### src/hw/rtl/partial_register_file_alu_assert.svh
// assertion macros used by the register file alu top level
`ifndef PARTIAL_REGISTER_FILE_ALU_ASSERT_SVH
`define PARTIAL_REGISTER_FILE_ALU_ASSERT_SVH

// same-cycle implication, checked out of reset
`define PRFA_ASSERT_IMPL(label, clk, rstn, ante, cons) \
    label: assert property (@(posedge clk) disable iff (!rstn) (ante) |-> (cons)) \
        else $error("assertion failed: same-cycle implication");

// next-cycle implication, checked out of reset
`define PRFA_ASSERT_NEXT(label, clk, rstn, ante, cons) \
    label: assert property (@(posedge clk) disable iff (!rstn) (ante) |=> (cons)) \
        else $error("assertion failed: next-cycle implication");

`endif

### src/hw/rtl/prfa_pkg.sv
// shared types and codes for the register file alu
`timescale 1ns / 1ps

package prfa_pkg;

    localparam int DATA_W = 32;

    typedef enum logic [2:0] {
        CMD_NONE     = 3'd0,
        CMD_SHOW_REG = 3'd1,
        CMD_SHOW_IMM = 3'd2,
        CMD_MOV      = 3'd3,
        CMD_ADD      = 3'd4,
        CMD_SUB      = 3'd5
    } cmd_t;

    localparam logic [3:0] SEL_EAX = 4'd0;
    localparam logic [3:0] SEL_ECX = 4'd1;
    localparam logic [3:0] SEL_EDX = 4'd2;
    localparam logic [3:0] SEL_EIP = 4'd3;
    localparam logic [3:0] SEL_AX  = 4'd4;
    localparam logic [3:0] SEL_CX  = 4'd5;
    localparam logic [3:0] SEL_DX  = 4'd6;
    localparam logic [3:0] SEL_AL  = 4'd7;
    localparam logic [3:0] SEL_AH  = 4'd8;
    localparam logic [3:0] SEL_CL  = 4'd9;
    localparam logic [3:0] SEL_CH  = 4'd10;
    localparam logic [3:0] SEL_DL  = 4'd11;
    localparam logic [3:0] SEL_DH  = 4'd12;

    // decoded operation kind carried from front to back
    typedef enum logic [2:0] {
        K_NONE,
        K_SHOW_EIP,
        K_SHOW_REG,
        K_SHOW_IMM,
        K_MOV,
        K_ADD,
        K_SUB,
        K_ERROR
    } kind_t;

    typedef enum logic [1:0] {
        BASE_A,
        BASE_C,
        BASE_D
    } base_t;

    typedef enum logic [1:0] {
        PART_DWORD,
        PART_WORD,
        PART_LOW,
        PART_HIGH
    } part_t;

    typedef struct packed {
        logic  ok;
        base_t base;
        part_t part;
    } sel_info_t;

    typedef struct packed {
        kind_t              kind;
        base_t              dst_base;
        part_t              dst_part;
        logic               src_imm;
        base_t              src_base;
        part_t              src_part;
        logic [DATA_W-1:0]  imm;
    } uop_t;

endpackage

### src/hw/rtl/prfa_front.sv
// front end: input handshake and instruction decode
`timescale 1ns / 1ps

module prfa_front (
    input  logic                 s_valid,
    output logic                 s_ready,
    input  logic [2:0]           s_command,
    input  logic [3:0]           s_dest_sel,
    input  logic                 s_source_is_immediate,
    input  logic [3:0]           s_source_sel,
    input  logic [31:0]          s_immediate,
    input  logic                 q_full,
    output logic                 q_push,
    output prfa_pkg::uop_t       q_push_data
);
    import prfa_pkg::*;

    function automatic sel_info_t decode_sel(input logic [3:0] sel);
        sel_info_t info;
        info.ok   = 1'b1;
        info.base = BASE_A;
        info.part = PART_DWORD;
        case (sel)
            SEL_EAX: begin info.base = BASE_A; info.part = PART_DWORD; end
            SEL_ECX: begin info.base = BASE_C; info.part = PART_DWORD; end
            SEL_EDX: begin info.base = BASE_D; info.part = PART_DWORD; end
            SEL_AX:  begin info.base = BASE_A; info.part = PART_WORD;  end
            SEL_CX:  begin info.base = BASE_C; info.part = PART_WORD;  end
            SEL_DX:  begin info.base = BASE_D; info.part = PART_WORD;  end
            SEL_AL:  begin info.base = BASE_A; info.part = PART_LOW;   end
            SEL_AH:  begin info.base = BASE_A; info.part = PART_HIGH;  end
            SEL_CL:  begin info.base = BASE_C; info.part = PART_LOW;   end
            SEL_CH:  begin info.base = BASE_C; info.part = PART_HIGH;  end
            SEL_DL:  begin info.base = BASE_D; info.part = PART_LOW;   end
            SEL_DH:  begin info.base = BASE_D; info.part = PART_HIGH;  end
            default: info.ok = 1'b0;   // eip and undefined codes
        endcase
        return info;
    endfunction

    sel_info_t dst_info;
    sel_info_t src_info;
    logic      bad_operand;
    kind_t     kind;

    assign s_ready = !q_full;
    assign q_push  = s_valid && !q_full;

    always_comb begin
        dst_info    = decode_sel(s_dest_sel);
        src_info    = decode_sel(s_source_sel);
        bad_operand = !dst_info.ok || (!s_source_is_immediate && !src_info.ok);
        case (cmd_t'(s_command))
            CMD_SHOW_REG: begin
                if (s_dest_sel == SEL_EIP) begin
                    kind = K_SHOW_EIP;
                end else if (dst_info.ok) begin
                    kind = K_SHOW_REG;
                end else begin
                    kind = K_NONE;
                end
            end
            CMD_SHOW_IMM: kind = K_SHOW_IMM;
            CMD_MOV:      kind = bad_operand ? K_ERROR : K_MOV;
            CMD_ADD:      kind = bad_operand ? K_ERROR : K_ADD;
            CMD_SUB:      kind = bad_operand ? K_ERROR : K_SUB;
            default:      kind = K_NONE;
        endcase
    end

    always_comb begin
        q_push_data.kind     = kind;
        q_push_data.dst_base = dst_info.base;
        q_push_data.dst_part = dst_info.part;
        q_push_data.src_imm  = s_source_is_immediate;
        q_push_data.src_base = src_info.base;
        q_push_data.src_part = src_info.part;
        q_push_data.imm      = s_immediate;
    end

endmodule

### src/hw/rtl/prfa_queue.sv
// small fifo of decoded operations between front and back
`timescale 1ns / 1ps

module prfa_queue #(
    parameter int DEPTH = 2
) (
    input  logic            aclk,
    input  logic            aresetn,
    input  logic            push,
    input  prfa_pkg::uop_t  push_data,
    output logic            full,
    input  logic            pop,
    output prfa_pkg::uop_t  pop_data,
    output logic            empty
);
    import prfa_pkg::*;

    localparam int PTR_W = $clog2(DEPTH);
    localparam int CNT_W = $clog2(DEPTH + 1);

    uop_t             entry_reg [DEPTH];
    logic [PTR_W-1:0] wr_ptr_reg;
    logic [PTR_W-1:0] wr_ptr_next;
    logic [PTR_W-1:0] rd_ptr_reg;
    logic [PTR_W-1:0] rd_ptr_next;
    logic [CNT_W-1:0] count_reg;
    logic [CNT_W-1:0] count_next;

    assign full     = (count_reg == CNT_W'(DEPTH));
    assign empty    = (count_reg == '0);
    assign pop_data = entry_reg[rd_ptr_reg];

    always_comb begin
        wr_ptr_next = wr_ptr_reg;
        rd_ptr_next = rd_ptr_reg;
        count_next  = count_reg;
        if (push) begin
            wr_ptr_next = (wr_ptr_reg == PTR_W'(DEPTH - 1)) ? '0 : wr_ptr_reg + 1'b1;
        end
        if (pop) begin
            rd_ptr_next = (rd_ptr_reg == PTR_W'(DEPTH - 1)) ? '0 : rd_ptr_reg + 1'b1;
        end
        if (push && !pop) begin
            count_next = count_reg + 1'b1;
        end else if (pop && !push) begin
            count_next = count_reg - 1'b1;
        end
    end

    always_ff @(posedge aclk) begin
        if (!aresetn) begin
            wr_ptr_reg <= '0;
            rd_ptr_reg <= '0;
            count_reg  <= '0;
        end else begin
            wr_ptr_reg <= wr_ptr_next;
            rd_ptr_reg <= rd_ptr_next;
            count_reg  <= count_next;
        end
    end

    always_ff @(posedge aclk) begin
        if (push) begin
            entry_reg[wr_ptr_reg] <= push_data;
        end
    end

endmodule

### src/hw/rtl/prfa_back.sv
// back end: register file, counter, alu and result register
`timescale 1ns / 1ps

module prfa_back (
    input  logic            aclk,
    input  logic            aresetn,
    input  logic            q_empty,
    input  prfa_pkg::uop_t  q_pop_data,
    output logic            q_pop,
    output logic            m_valid,
    input  logic            m_ready,
    output logic            m_show_valid,
    output logic [31:0]     m_show_value,
    output logic            m_error
);
    import prfa_pkg::*;

    function automatic logic [DATA_W-1:0] read_part(input logic [DATA_W-1:0] v,
                                                    input part_t part);
        logic [DATA_W-1:0] r;
        case (part)
            PART_DWORD: r = v;
            PART_WORD:  r = {16'd0, v[15:0]};
            PART_LOW:   r = {24'd0, v[7:0]};
            PART_HIGH:  r = {24'd0, v[15:8]};
            default:    r = v;
        endcase
        return r;
    endfunction

    function automatic logic [DATA_W-1:0] write_part(input logic [DATA_W-1:0] old,
                                                     input part_t part,
                                                     input logic [DATA_W-1:0] val);
        logic [DATA_W-1:0] r;
        case (part)
            PART_DWORD: r = val;
            PART_WORD:  r = {old[31:16], val[15:0]};
            PART_LOW:   r = {old[31:8], val[7:0]};
            PART_HIGH:  r = {old[31:16], val[7:0], old[7:0]};
            default:    r = val;
        endcase
        return r;
    endfunction

    logic [DATA_W-1:0] reg_a_reg, reg_a_next;
    logic [DATA_W-1:0] reg_c_reg, reg_c_next;
    logic [DATA_W-1:0] reg_d_reg, reg_d_next;
    logic [DATA_W-1:0] count_reg, count_next;
    logic              m_valid_reg, m_valid_next;
    logic              show_valid_reg, show_valid_next;
    logic [DATA_W-1:0] show_value_reg, show_value_next;
    logic              error_reg, error_next;

    logic [DATA_W-1:0] dst_full;
    logic [DATA_W-1:0] src_full;
    logic [DATA_W-1:0] dst_val;
    logic [DATA_W-1:0] src_val;
    logic [DATA_W-1:0] alu_res;
    logic [DATA_W-1:0] merged;
    logic              do_write;

    assign q_pop = !q_empty && (!m_valid_reg || m_ready);

    // operand fetch and alu
    always_comb begin
        case (q_pop_data.dst_base)
            BASE_A:  dst_full = reg_a_reg;
            BASE_C:  dst_full = reg_c_reg;
            default: dst_full = reg_d_reg;
        endcase
        case (q_pop_data.src_base)
            BASE_A:  src_full = reg_a_reg;
            BASE_C:  src_full = reg_c_reg;
            default: src_full = reg_d_reg;
        endcase
        dst_val = read_part(dst_full, q_pop_data.dst_part);
        src_val = q_pop_data.src_imm ? q_pop_data.imm
                                     : read_part(src_full, q_pop_data.src_part);
        case (q_pop_data.kind)
            K_ADD:   alu_res = dst_val + src_val;
            K_SUB:   alu_res = dst_val - src_val;
            default: alu_res = src_val;
        endcase
        merged   = write_part(dst_full, q_pop_data.dst_part, alu_res);
        do_write = q_pop && (q_pop_data.kind == K_MOV || q_pop_data.kind == K_ADD
                             || q_pop_data.kind == K_SUB);
    end

    always_comb begin
        reg_a_next = reg_a_reg;
        reg_c_next = reg_c_reg;
        reg_d_next = reg_d_reg;
        if (do_write) begin
            case (q_pop_data.dst_base)
                BASE_A:  reg_a_next = merged;
                BASE_C:  reg_c_next = merged;
                default: reg_d_next = merged;
            endcase
        end
        count_next = q_pop ? count_reg + 1'b1 : count_reg;
    end

    // result register
    always_comb begin
        m_valid_next    = m_valid_reg;
        show_valid_next = show_valid_reg;
        show_value_next = show_value_reg;
        error_next      = error_reg;
        if (q_pop) begin
            m_valid_next    = 1'b1;
            show_valid_next = 1'b0;
            show_value_next = '0;
            error_next      = 1'b0;
            case (q_pop_data.kind)
                K_SHOW_EIP: begin
                    show_valid_next = 1'b1;
                    show_value_next = count_reg + 1'b1;
                end
                K_SHOW_REG: begin
                    show_valid_next = 1'b1;
                    show_value_next = dst_val;
                end
                K_SHOW_IMM: begin
                    show_valid_next = 1'b1;
                    show_value_next = q_pop_data.imm;
                end
                K_ERROR: error_next = 1'b1;
                default: ;
            endcase
        end else if (m_ready) begin
            m_valid_next = 1'b0;
        end
    end

    always_ff @(posedge aclk) begin
        if (!aresetn) begin
            reg_a_reg   <= '0;
            reg_c_reg   <= '0;
            reg_d_reg   <= '0;
            count_reg   <= '0;
            m_valid_reg <= 1'b0;
        end else begin
            reg_a_reg   <= reg_a_next;
            reg_c_reg   <= reg_c_next;
            reg_d_reg   <= reg_d_next;
            count_reg   <= count_next;
            m_valid_reg <= m_valid_next;
        end
    end

    always_ff @(posedge aclk) begin
        show_valid_reg <= show_valid_next;
        show_value_reg <= show_value_next;
        error_reg      <= error_next;
    end

    assign m_valid      = m_valid_reg;
    assign m_show_valid = show_valid_reg;
    assign m_show_value = show_value_reg;
    assign m_error      = error_reg;

endmodule

### src/hw/rtl/partial_register_file_alu.sv
// top level of the partial register file alu
//
//  channel | direction | ports
//  --------+-----------+-----------------------------------------------------------
//  s_      | in        | s_valid s_ready s_command s_dest_sel s_source_is_immediate
//          |           | s_source_sel s_immediate
//  m_      | out       | m_valid m_ready m_show_valid m_show_value m_error
//
// one transfer in and one transfer out per cycle when neither side stalls
// result passes the queue entry, then the result register: decode into the queue, then execute
// the back end executes one entry per cycle while the output is not stalled; eax/ecx/edx and the counter live there
// aresetn clears the registers, counter, queue pointers and output valid
// an output stall fills the queue, then s_ready drops until the result is taken
`timescale 1ns / 1ps
`include "partial_register_file_alu_assert.svh"

module partial_register_file_alu #(
    parameter int QUEUE_DEPTH = 2     // at least 2
) (
    input  logic        aclk,
    input  logic        aresetn,
    input  logic        s_valid,
    output logic        s_ready,
    input  logic [2:0]  s_command,
    input  logic [3:0]  s_dest_sel,
    input  logic        s_source_is_immediate,
    input  logic [3:0]  s_source_sel,
    input  logic [31:0] s_immediate,
    output logic        m_valid,
    input  logic        m_ready,
    output logic        m_show_valid,
    output logic [31:0] m_show_value,
    output logic        m_error
);
    import prfa_pkg::*;

    // decoded operation path between front and back
    logic q_full;
    logic q_empty;
    logic q_push;
    logic q_pop;
    uop_t q_push_data;
    uop_t q_pop_data;

    // front: handshake and decode of selectors and command
    prfa_front u_front (
        .s_valid               (s_valid),
        .s_ready               (s_ready),
        .s_command             (s_command),
        .s_dest_sel            (s_dest_sel),
        .s_source_is_immediate (s_source_is_immediate),
        .s_source_sel          (s_source_sel),
        .s_immediate           (s_immediate),
        .q_full                (q_full),
        .q_push                (q_push),
        .q_push_data           (q_push_data)
    );

    // decouples accept from execute so each side stalls alone
    prfa_queue #(
        .DEPTH (QUEUE_DEPTH)
    ) u_queue (
        .aclk      (aclk),
        .aresetn   (aresetn),
        .push      (q_push),
        .push_data (q_push_data),
        .full      (q_full),
        .pop       (q_pop),
        .pop_data  (q_pop_data),
        .empty     (q_empty)
    );

    // back: executes in order, counter bumps on every executed entry
    prfa_back u_back (
        .aclk         (aclk),
        .aresetn      (aresetn),
        .q_empty      (q_empty),
        .q_pop_data   (q_pop_data),
        .q_pop        (q_pop),
        .m_valid      (m_valid),
        .m_ready      (m_ready),
        .m_show_valid (m_show_valid),
        .m_show_value (m_show_value),
        .m_error      (m_error)
    );

    // a show and an error never come from the same item
    `PRFA_ASSERT_IMPL(a_show_err_excl, aclk, aresetn, m_valid && m_show_valid, !m_error)
    // nothing shown means a zero value
    `PRFA_ASSERT_IMPL(a_show_zero, aclk, aresetn, m_valid && !m_show_valid, m_show_value == '0)
    // an accepted transfer always lands in the queue
    `PRFA_ASSERT_NEXT(a_push_lands, aclk, aresetn, s_valid && s_ready, !q_empty)

endmodule

### config.mk
export PLATFORM = sky130hd
export DESIGN_NAME = partial_register_file_alu
export DESIGN_NICKNAME = d
export VERILOG_FILES = /design/src/hw/rtl/prfa_pkg.sv /design/src/hw/rtl/prfa_front.sv /design/src/hw/rtl/prfa_queue.sv /design/src/hw/rtl/prfa_back.sv /design/src/hw/rtl/partial_register_file_alu.sv
export VERILOG_INCLUDE_DIRS = /design/src /design/src/hw/rtl
export SDC_FILE = /design/constraint.sdc
export NUM_CORES = 1
export LEC_CHECK = 0
export BUFFER_PORTS_ARGS = -buffer_cell sky130_fd_sc_hd__clkbuf_2
export CELL_PAD_IN_SITES_DETAIL_PLACEMENT = 1
export CELL_PAD_IN_SITES_GLOBAL_PLACEMENT = 2
export CORE_MARGIN = 5
export CORE_UTILIZATION = 39
export DETAILED_ROUTE_END_ITERATION = 16
export PLACE_DENSITY_LB_ADDON = 0.1
export SKIP_CTS_REPAIR_TIMING = 1
export SLEW_MARGIN = 10
export SYNTH_ARGS = -nofsm -noshare
export SYNTH_HDL_FRONTEND = slang
export SYNTH_HIERARCHICAL = 1
export SYNTH_SLANG_ARGS = --single-unit
### constraint.sdc
create_clock -name aclk -period 7.5 [get_ports aclk]
set_input_delay 0 -clock aclk [delete_from_list [all_inputs] [get_ports aclk]]
set_output_delay 0 -clock aclk [all_outputs]
set_load 0.03 [all_outputs]
==> flow_summary.yaml, run 1 <==
global_route:
  first_global_vias: 13290
  grt_use_met3: 0.04078
  grt_usage: 0.2326
  grt_first_pass_wirelength_microns: 80830
  use_met2: 0.3565
  grtUsageMet1: 0.3478
  antenna_found_initial: 0
  grt_max_degree: 57
  busiest_layer: "met2"
  gr-total-overflow: 0
clock_network:
  cts_sinks: 256
  htreeDepth: 1
  clk_latency_ps: 570
  clk_pin_slew_worst_paths_ps: 60
  cts.path.max_buffers: 3
  cts-buffers-inserted: 30
  cts_tree: "yes"
  cts_root_buf: "clkbuf_16"
synth:
  synth_top_family_by_area: "simple AND/OR/NAND/NOR gates"
  muxShareOfSynthArea: 0.09235
  syn-num-nets: 1860
  yosysTopAreaCell: "edfxtp_1"
  synth_flop_cell: "dfxtp_1"
  async_flop_share: 0
  synth_common_cells: "250 x nand2_1, 178 x nor2_1, 135 x a21oi_1"
  synth-seq-area-share: 0.4055
  synth_xor_area_frac: 0.05933
  yosysWarnings: 6
  synth_area_leaders: "edfxtp_1 23%, dfxtp_1 17%, nand2_1 6.0%"
  synthAdderAreaFrac: 0.03086
  yosysMostFrequentCell: "nand2_1"
  post-synth-top-area-fraction: 0.2341
  synth_simple_gate_area_frac: 0.1806
  postSynthAreaPerCell_sq_um: 8.821
  syn_inst: 1774
  yosysUniqueCellTypes: 82
  synth_edf_count: 122
  ys_seq_elements: 256
  synth_compound_area_frac: 0.1802
  synth_area_sq_um: 15650
sta:
  max_freq_mhz: 154.0
  whs_ps: -41.96
  finalHoldViolations: 3
  finalSetupViolations: 0
  relSlewSlack: 0.2228
  tightest_slew_ps: 1166
  skew_ps: 13.34
  tns_ps: 0
  fin_crit_sh: 0.8656
  rsz0062_at_grt: "no"
  slew_violations: 0
  period_minus_slack_ps: 6492
status:
  status: "finished, violations left"
  violations: "negative hold slack"
power:
  vdd_drop_max_mv: 0.2115
  seqPwrFrac: 0.299
  powerDensity_nw_per_um2: 342.7
  p_leak_nw: 6.641
  comb_power_share: 0.461
  intPower_mw: 3.495
  power.switching_mw: 2.598
  power.share.clock: 0.239
  netSwitchingFraction: 0.4265
floorplan:
  dieArea_sq_um: 44230
  ios: 84
  start_util: 0.3939
  rows: 73
  core_area_sq_um: 39730
  die_w_microns: 210.3
  dieHeight_microns: 210.3
run:
  maxCapViolCount: 0
cells_and_area:
  regArea_sq_um: 6347
  drive_gt1_frac: 0.1368
  diodes: 0
  final-instance-count-excl-fill: 2374
  area_growth_pct: 13.60
  fillers: 4617
  multi_input_area_sq_um: 8541
  largest_reg_flops: 88
  nets: 1912
setup_path:
  cp-endpoint: "u_back/reg_c_reg[31]"
  reg2regPathDepth: 24
  criticalPathCategory: "flip-flop to flip-flop"
  crit_path_max_fanout: 34
  start_kind: "flip-flop"
  required_ps: 7940
  arrival_ps: 6940
  r2r_setup_slack_ps: 1010
  end_kind: "flip-flop"
  r2r_end: "u_back/reg_c_reg[31]"
drt:
  vias_per_cell: 5.622
  routed_wl_microns: 53320
  drc: 0
  ant_nets: 0
  dr_total_vias: 13350
  dr.pass1.iters: 5
  drt_iter0_markers: 768
  wl_per_cell_microns: 22.46
place:
  numPortBuffers: 83
  dpl.cell_count: 2269
  hpwlAfterDp_microns: 38550
  gp_congestion: 0.9109
worst_hold_path:
  hold_path_class: "input port to flip-flop"
critical path: stages, from the launching register on:
cell and delay (ps):
dfxtp_2 340, buf_4 240, mux2_2 690, buf_4 430, nand2b_1 120, o211ai_1 150, nand3_1 200, or4_4 500
nor2_1 130, and3_1 240, and2_1 240, a21oi_1 120, xor2_1 180, ha_1 370, a21oi_1 170, o21ai_0 120
or3_1 330, a41o_1 260, o2111ai_1 250, nand2_1 100, a41oi_1 240, xor2_1 270, nor3_1 130, nor4b_4 390
o21ai_1 110
metrics by stage:
| step | utilization | power [mW] | cell area [sq um] | hold WS, ps | setup WS, ps |
|---|---|---|---|---|---|
| floorplan | - | 3.764 | 15650 | 117.5 | 1807 |
| global placement | 0.4100 | 4.576 | 16290 | 188.3 | 1208 |
| detailed placement | 0.4100 | 4.607 | 16290 | 192.7 | 1108 |
| CTS | 0.4347 | 6.096 | 17270 | -411.2 | 1039 |
| global route | 0.4474 | 6.435 | 17780 | 0.2361 | 431.1 |
| finish | 0.4474 | 6.093 | 17780 | -41.96 | 1008 |
worst min path at each step:
stage          slack (ps)                  endpoint       startpoint  cells after the start
6_report              -40  u_queue/entry_reg[1][33]  s_source_sel[1]                      3
3_3_place_gp          190  u_queue/entry_reg[0][21]  s_immediate[21]                      1
3_5_place_dp          190   u_queue/entry_reg[1][9]   s_immediate[9]                      1
5_1_grt               0.2  u_queue/entry_reg[0][33]  s_source_sel[1]                      3
4_1_cts              -410  u_queue/entry_reg[1][22]  s_immediate[22]                      1
2_1_floorplan         120        u_queue/wr_ptr_reg          aresetn                      1
metal layers:
layer	wire (microns)	up-vias
met1	26190	6576
li1	-	6422
met4	852	0
met5	0	-
met3	2906	53
met2	23370	295
power by group through the flow:
stage	sequential (mW)	combinational [mW]	clock [mW]
2_1_floorplan	2.01	1.76	0
3_3_place_gp	1.84	2.73	0
3_5_place_dp	1.85	2.75	0
4_1_cts	1.83	2.77	1.50
5_1_grt	1.85	3.03	1.56
6_report	1.82	2.81	1.46
kinds of logic after synthesis:
family                     after synthesis
xor gates and xnor gates               106
DFF                                    256
buffers and inverters                  167
muxes                                  135
adders and majority gates               38
AOI/OAI and AO/OA                      449
and+or+nand+nor                        623
final cells by class:
cell class | instances | share of cell area
clock buffers | 38 | 0.04568
clock inverters | 17 | 0.009431
inverters | 22 | 0.004716
multi-input cells | 1351 | 0.4804
flip-flops and latches | 256 | 0.3571
well taps | 525 | 0.03695
repair buffers | 165 | 0.06574
cell usage in the layout, fill, tap and decap left out, types with 15 or more instances in the layout:
master         instances
nand3_1               43
o221ai_1              25
or3_1                 15
o21ai_0              121
nor2_1               176
buf_4                 31
clkbuf_2              83
dfxtp_1              133
nor3_1                28
a21o_1                17
a21oi_1              135
ha_1                  37
dlygate4sd3_1         50
mux2_2                60
nand2_1              249
inv_1                 20
mux2i_1               72
xnor2_1               54
edfxtp_1             122
a211oi_1              21
and2_1                17
clkbuf_16             31
a22oi_1               18
xor2_1                52
nand2b_1              22
o21a_1                20
No activity file was read; power rests on OpenSTA's default activity.
==> run 2: changes to the inputs <==
--- a/config.mk
+++ b/config.mk
@@ -9,8 +9,8 @@
 export BUFFER_PORTS_ARGS = -buffer_cell sky130_fd_sc_hd__clkbuf_2
 export CELL_PAD_IN_SITES_DETAIL_PLACEMENT = 1
 export CELL_PAD_IN_SITES_GLOBAL_PLACEMENT = 2
-export CORE_MARGIN = 5
 export CORE_UTILIZATION = 39
+export CTS_CLUSTER_SIZE = 28
 export DETAILED_ROUTE_END_ITERATION = 16
 export PLACE_DENSITY_LB_ADDON = 0.1
 export SKIP_CTS_REPAIR_TIMING = 1
==> flow_summary.yaml, run 2 (synthesis results as in run 1) <==
drt:
  drc: 0
  dr_total_vias: 13450
  vias_per_cell: 5.657
  wl_per_cell_microns: 22.42
  routed_wl_microns: 53320
  ant_nets: 0
  dr.pass1.iters: 5
  drt_iter0_markers: 726
sta:
  max_freq_mhz: 155.7
  skew_ps: 23.49
  slew_violations: 0
  rsz0062_at_grt: "no"
  tightest_slew_ps: 1204
  period_minus_slack_ps: 6422
  fin_crit_sh: 0.8563
  whs_ps: -0.3341
  finalSetupViolations: 0
  tns_ps: 0
  finalHoldViolations: 2
  relSlewSlack: 0.1932
global_route:
  grt_first_pass_wirelength_microns: 80490
  grt_usage: 0.2555
  first_global_vias: 13180
  grt_max_degree: 57
  antenna_found_initial: 0
  gr-total-overflow: 0
clock_network:
  cts-buffers-inserted: 30
  cts.path.max_buffers: 3
  cts_tree: "yes"
  cts_root_buf: "clkbuf_16"
  htreeDepth: 1
  cts_sinks: 256
  clk_pin_slew_worst_paths_ps: 60
  clk_latency_ps: 580
setup_path:
  critPathTopFamily: "compound AO/OA/AOI/OAI gates"
  slowest_delay_ps: 660
  arrival_ps: 6910
  crit_path_max_fanout: 16
  crit_top_cell: "a21oi_1"
  end_kind: "flip-flop"
  criticalPathCategory: "flip-flop to flip-flop"
  path_cells: "buf_4 > mux2_2 > a21oi_1 > o211ai_1 > and3_1 > ha_1 > and3_1 > and2_1 > a31oi_1 > xor2_1 > ha_1 > a21oi_1 > o21ai_0 > or3_1 > a41o_1 > o2111ai_1 > a31oi_1 > o21ai_0 > or3b_2 > a22oi_1 > nand2_1 > a21oi_1"
  slowest_stage: "a21oi_1"
  required_ps: 7990
  start_kind: "flip-flop"
  worst-path-buf-inv: 1
floorplan:
  die_w_microns: 202.3
  dieHeight_microns: 202.3
  core_area_sq_um: 39640
  dieArea_sq_um: 40930
  ios: 84
  rows: 73
  start_util: 0.3948
power:
  powerDensity_nw_per_um2: 351.3
  vdd_drop_max_mv: 0.2835
  power_mw: 6.292
  p_leak_nw: 6.703
worst_hold_path:
  hold_path_class: "input port to flip-flop"
place:
  gp_congestion: 0.9197
  numPortBuffers: 83
  hpwlAfterDp_microns: 38040
cells_and_area:
  nets: 1914
  layout_common_cells: "249 x nand2_1, 176 x nor2_1, 135 x a21oi_1, 133 x dfxtp_1, 122 x edfxtp_1"
  largest_reg_flops: 88
  layout_commonest_cell: "nand2_1"
  drive_gt1_frac: 0.1425
  area_growth_pct: 14.46
status:
  status: "finished, violations left"
  violations: "negative hold slack"
run:
  maxCapViolCount: 0
[run 2: per-stage QoR]
step,cell area (sq um),utilization,instances,setup slack [ps],hold WS (ps)
5_1_grt,17910,0.4518,2377,606.1,9.294
6_report,17910,0.4518,2378,1078,-0.3341
3_3_place_gp,16290,0.4111,2271,1176,188.5
2_1_floorplan,15650,-,1774,1807,117.5
4_1_cts,17410,0.4391,2327,1036,-402.3
3_5_place_dp,16290,0.4111,2271,1063,194.0
[run 2: metal layers]
layer  wire, microns  GRT usage
met5               0          0
met4             749    0.04834
met3            2767    0.03773
met2           23400     0.3896
met1           26400     0.3816
[run 2: worst paths after layout]
check,startpoint,endpoint,slack [ps],cells past startpoint
min reg2reg,u_back/reg_d_reg[4],u_back/reg_d_reg[4],470,2
min,s_source_sel[1],u_queue/entry_reg[1][32],-0.3,3
max,flip-flop,u_back/reg_a_reg[27],1080,22
max reg2reg,flip-flop,u_back/reg_a_reg[27],1080,22
[run 2: area by class of cell]
cell class	instances	area, sq um
Timing Repair Buffer	167	1171
Multi-Input combinational cell	1351	8536
Tap cell	525	656.9
Antenna cell	1	2.502
Clock buffer	33	793.3
Sequential cell	256	6347
Clock inverter	23	320.3
Inverter	22	83.83
Fill cell	4610	21730
[run 2: power by group]
part / switching (mW) / total [mW] / internal, mW
Sequential: 0.0965 / 1.82 / 1.72
Combinational: 1.91 / 2.82 / 0.907
Clock: 0.641 / 1.65 / 1.01
[run 2: worst register-to-register path: cells and delay by family (launching register included)]
family                   cells  cell delay (ps)
AO/OA/AOI/OAI               11             2840
XOR/XNOR                     1              180
adder cells (fa/ha/maj)      2              550
buffers and inverters        1              240
flip-flops                   1              330
multiplexers                 1              520
AND/OR/NAND/NOR              6             1670
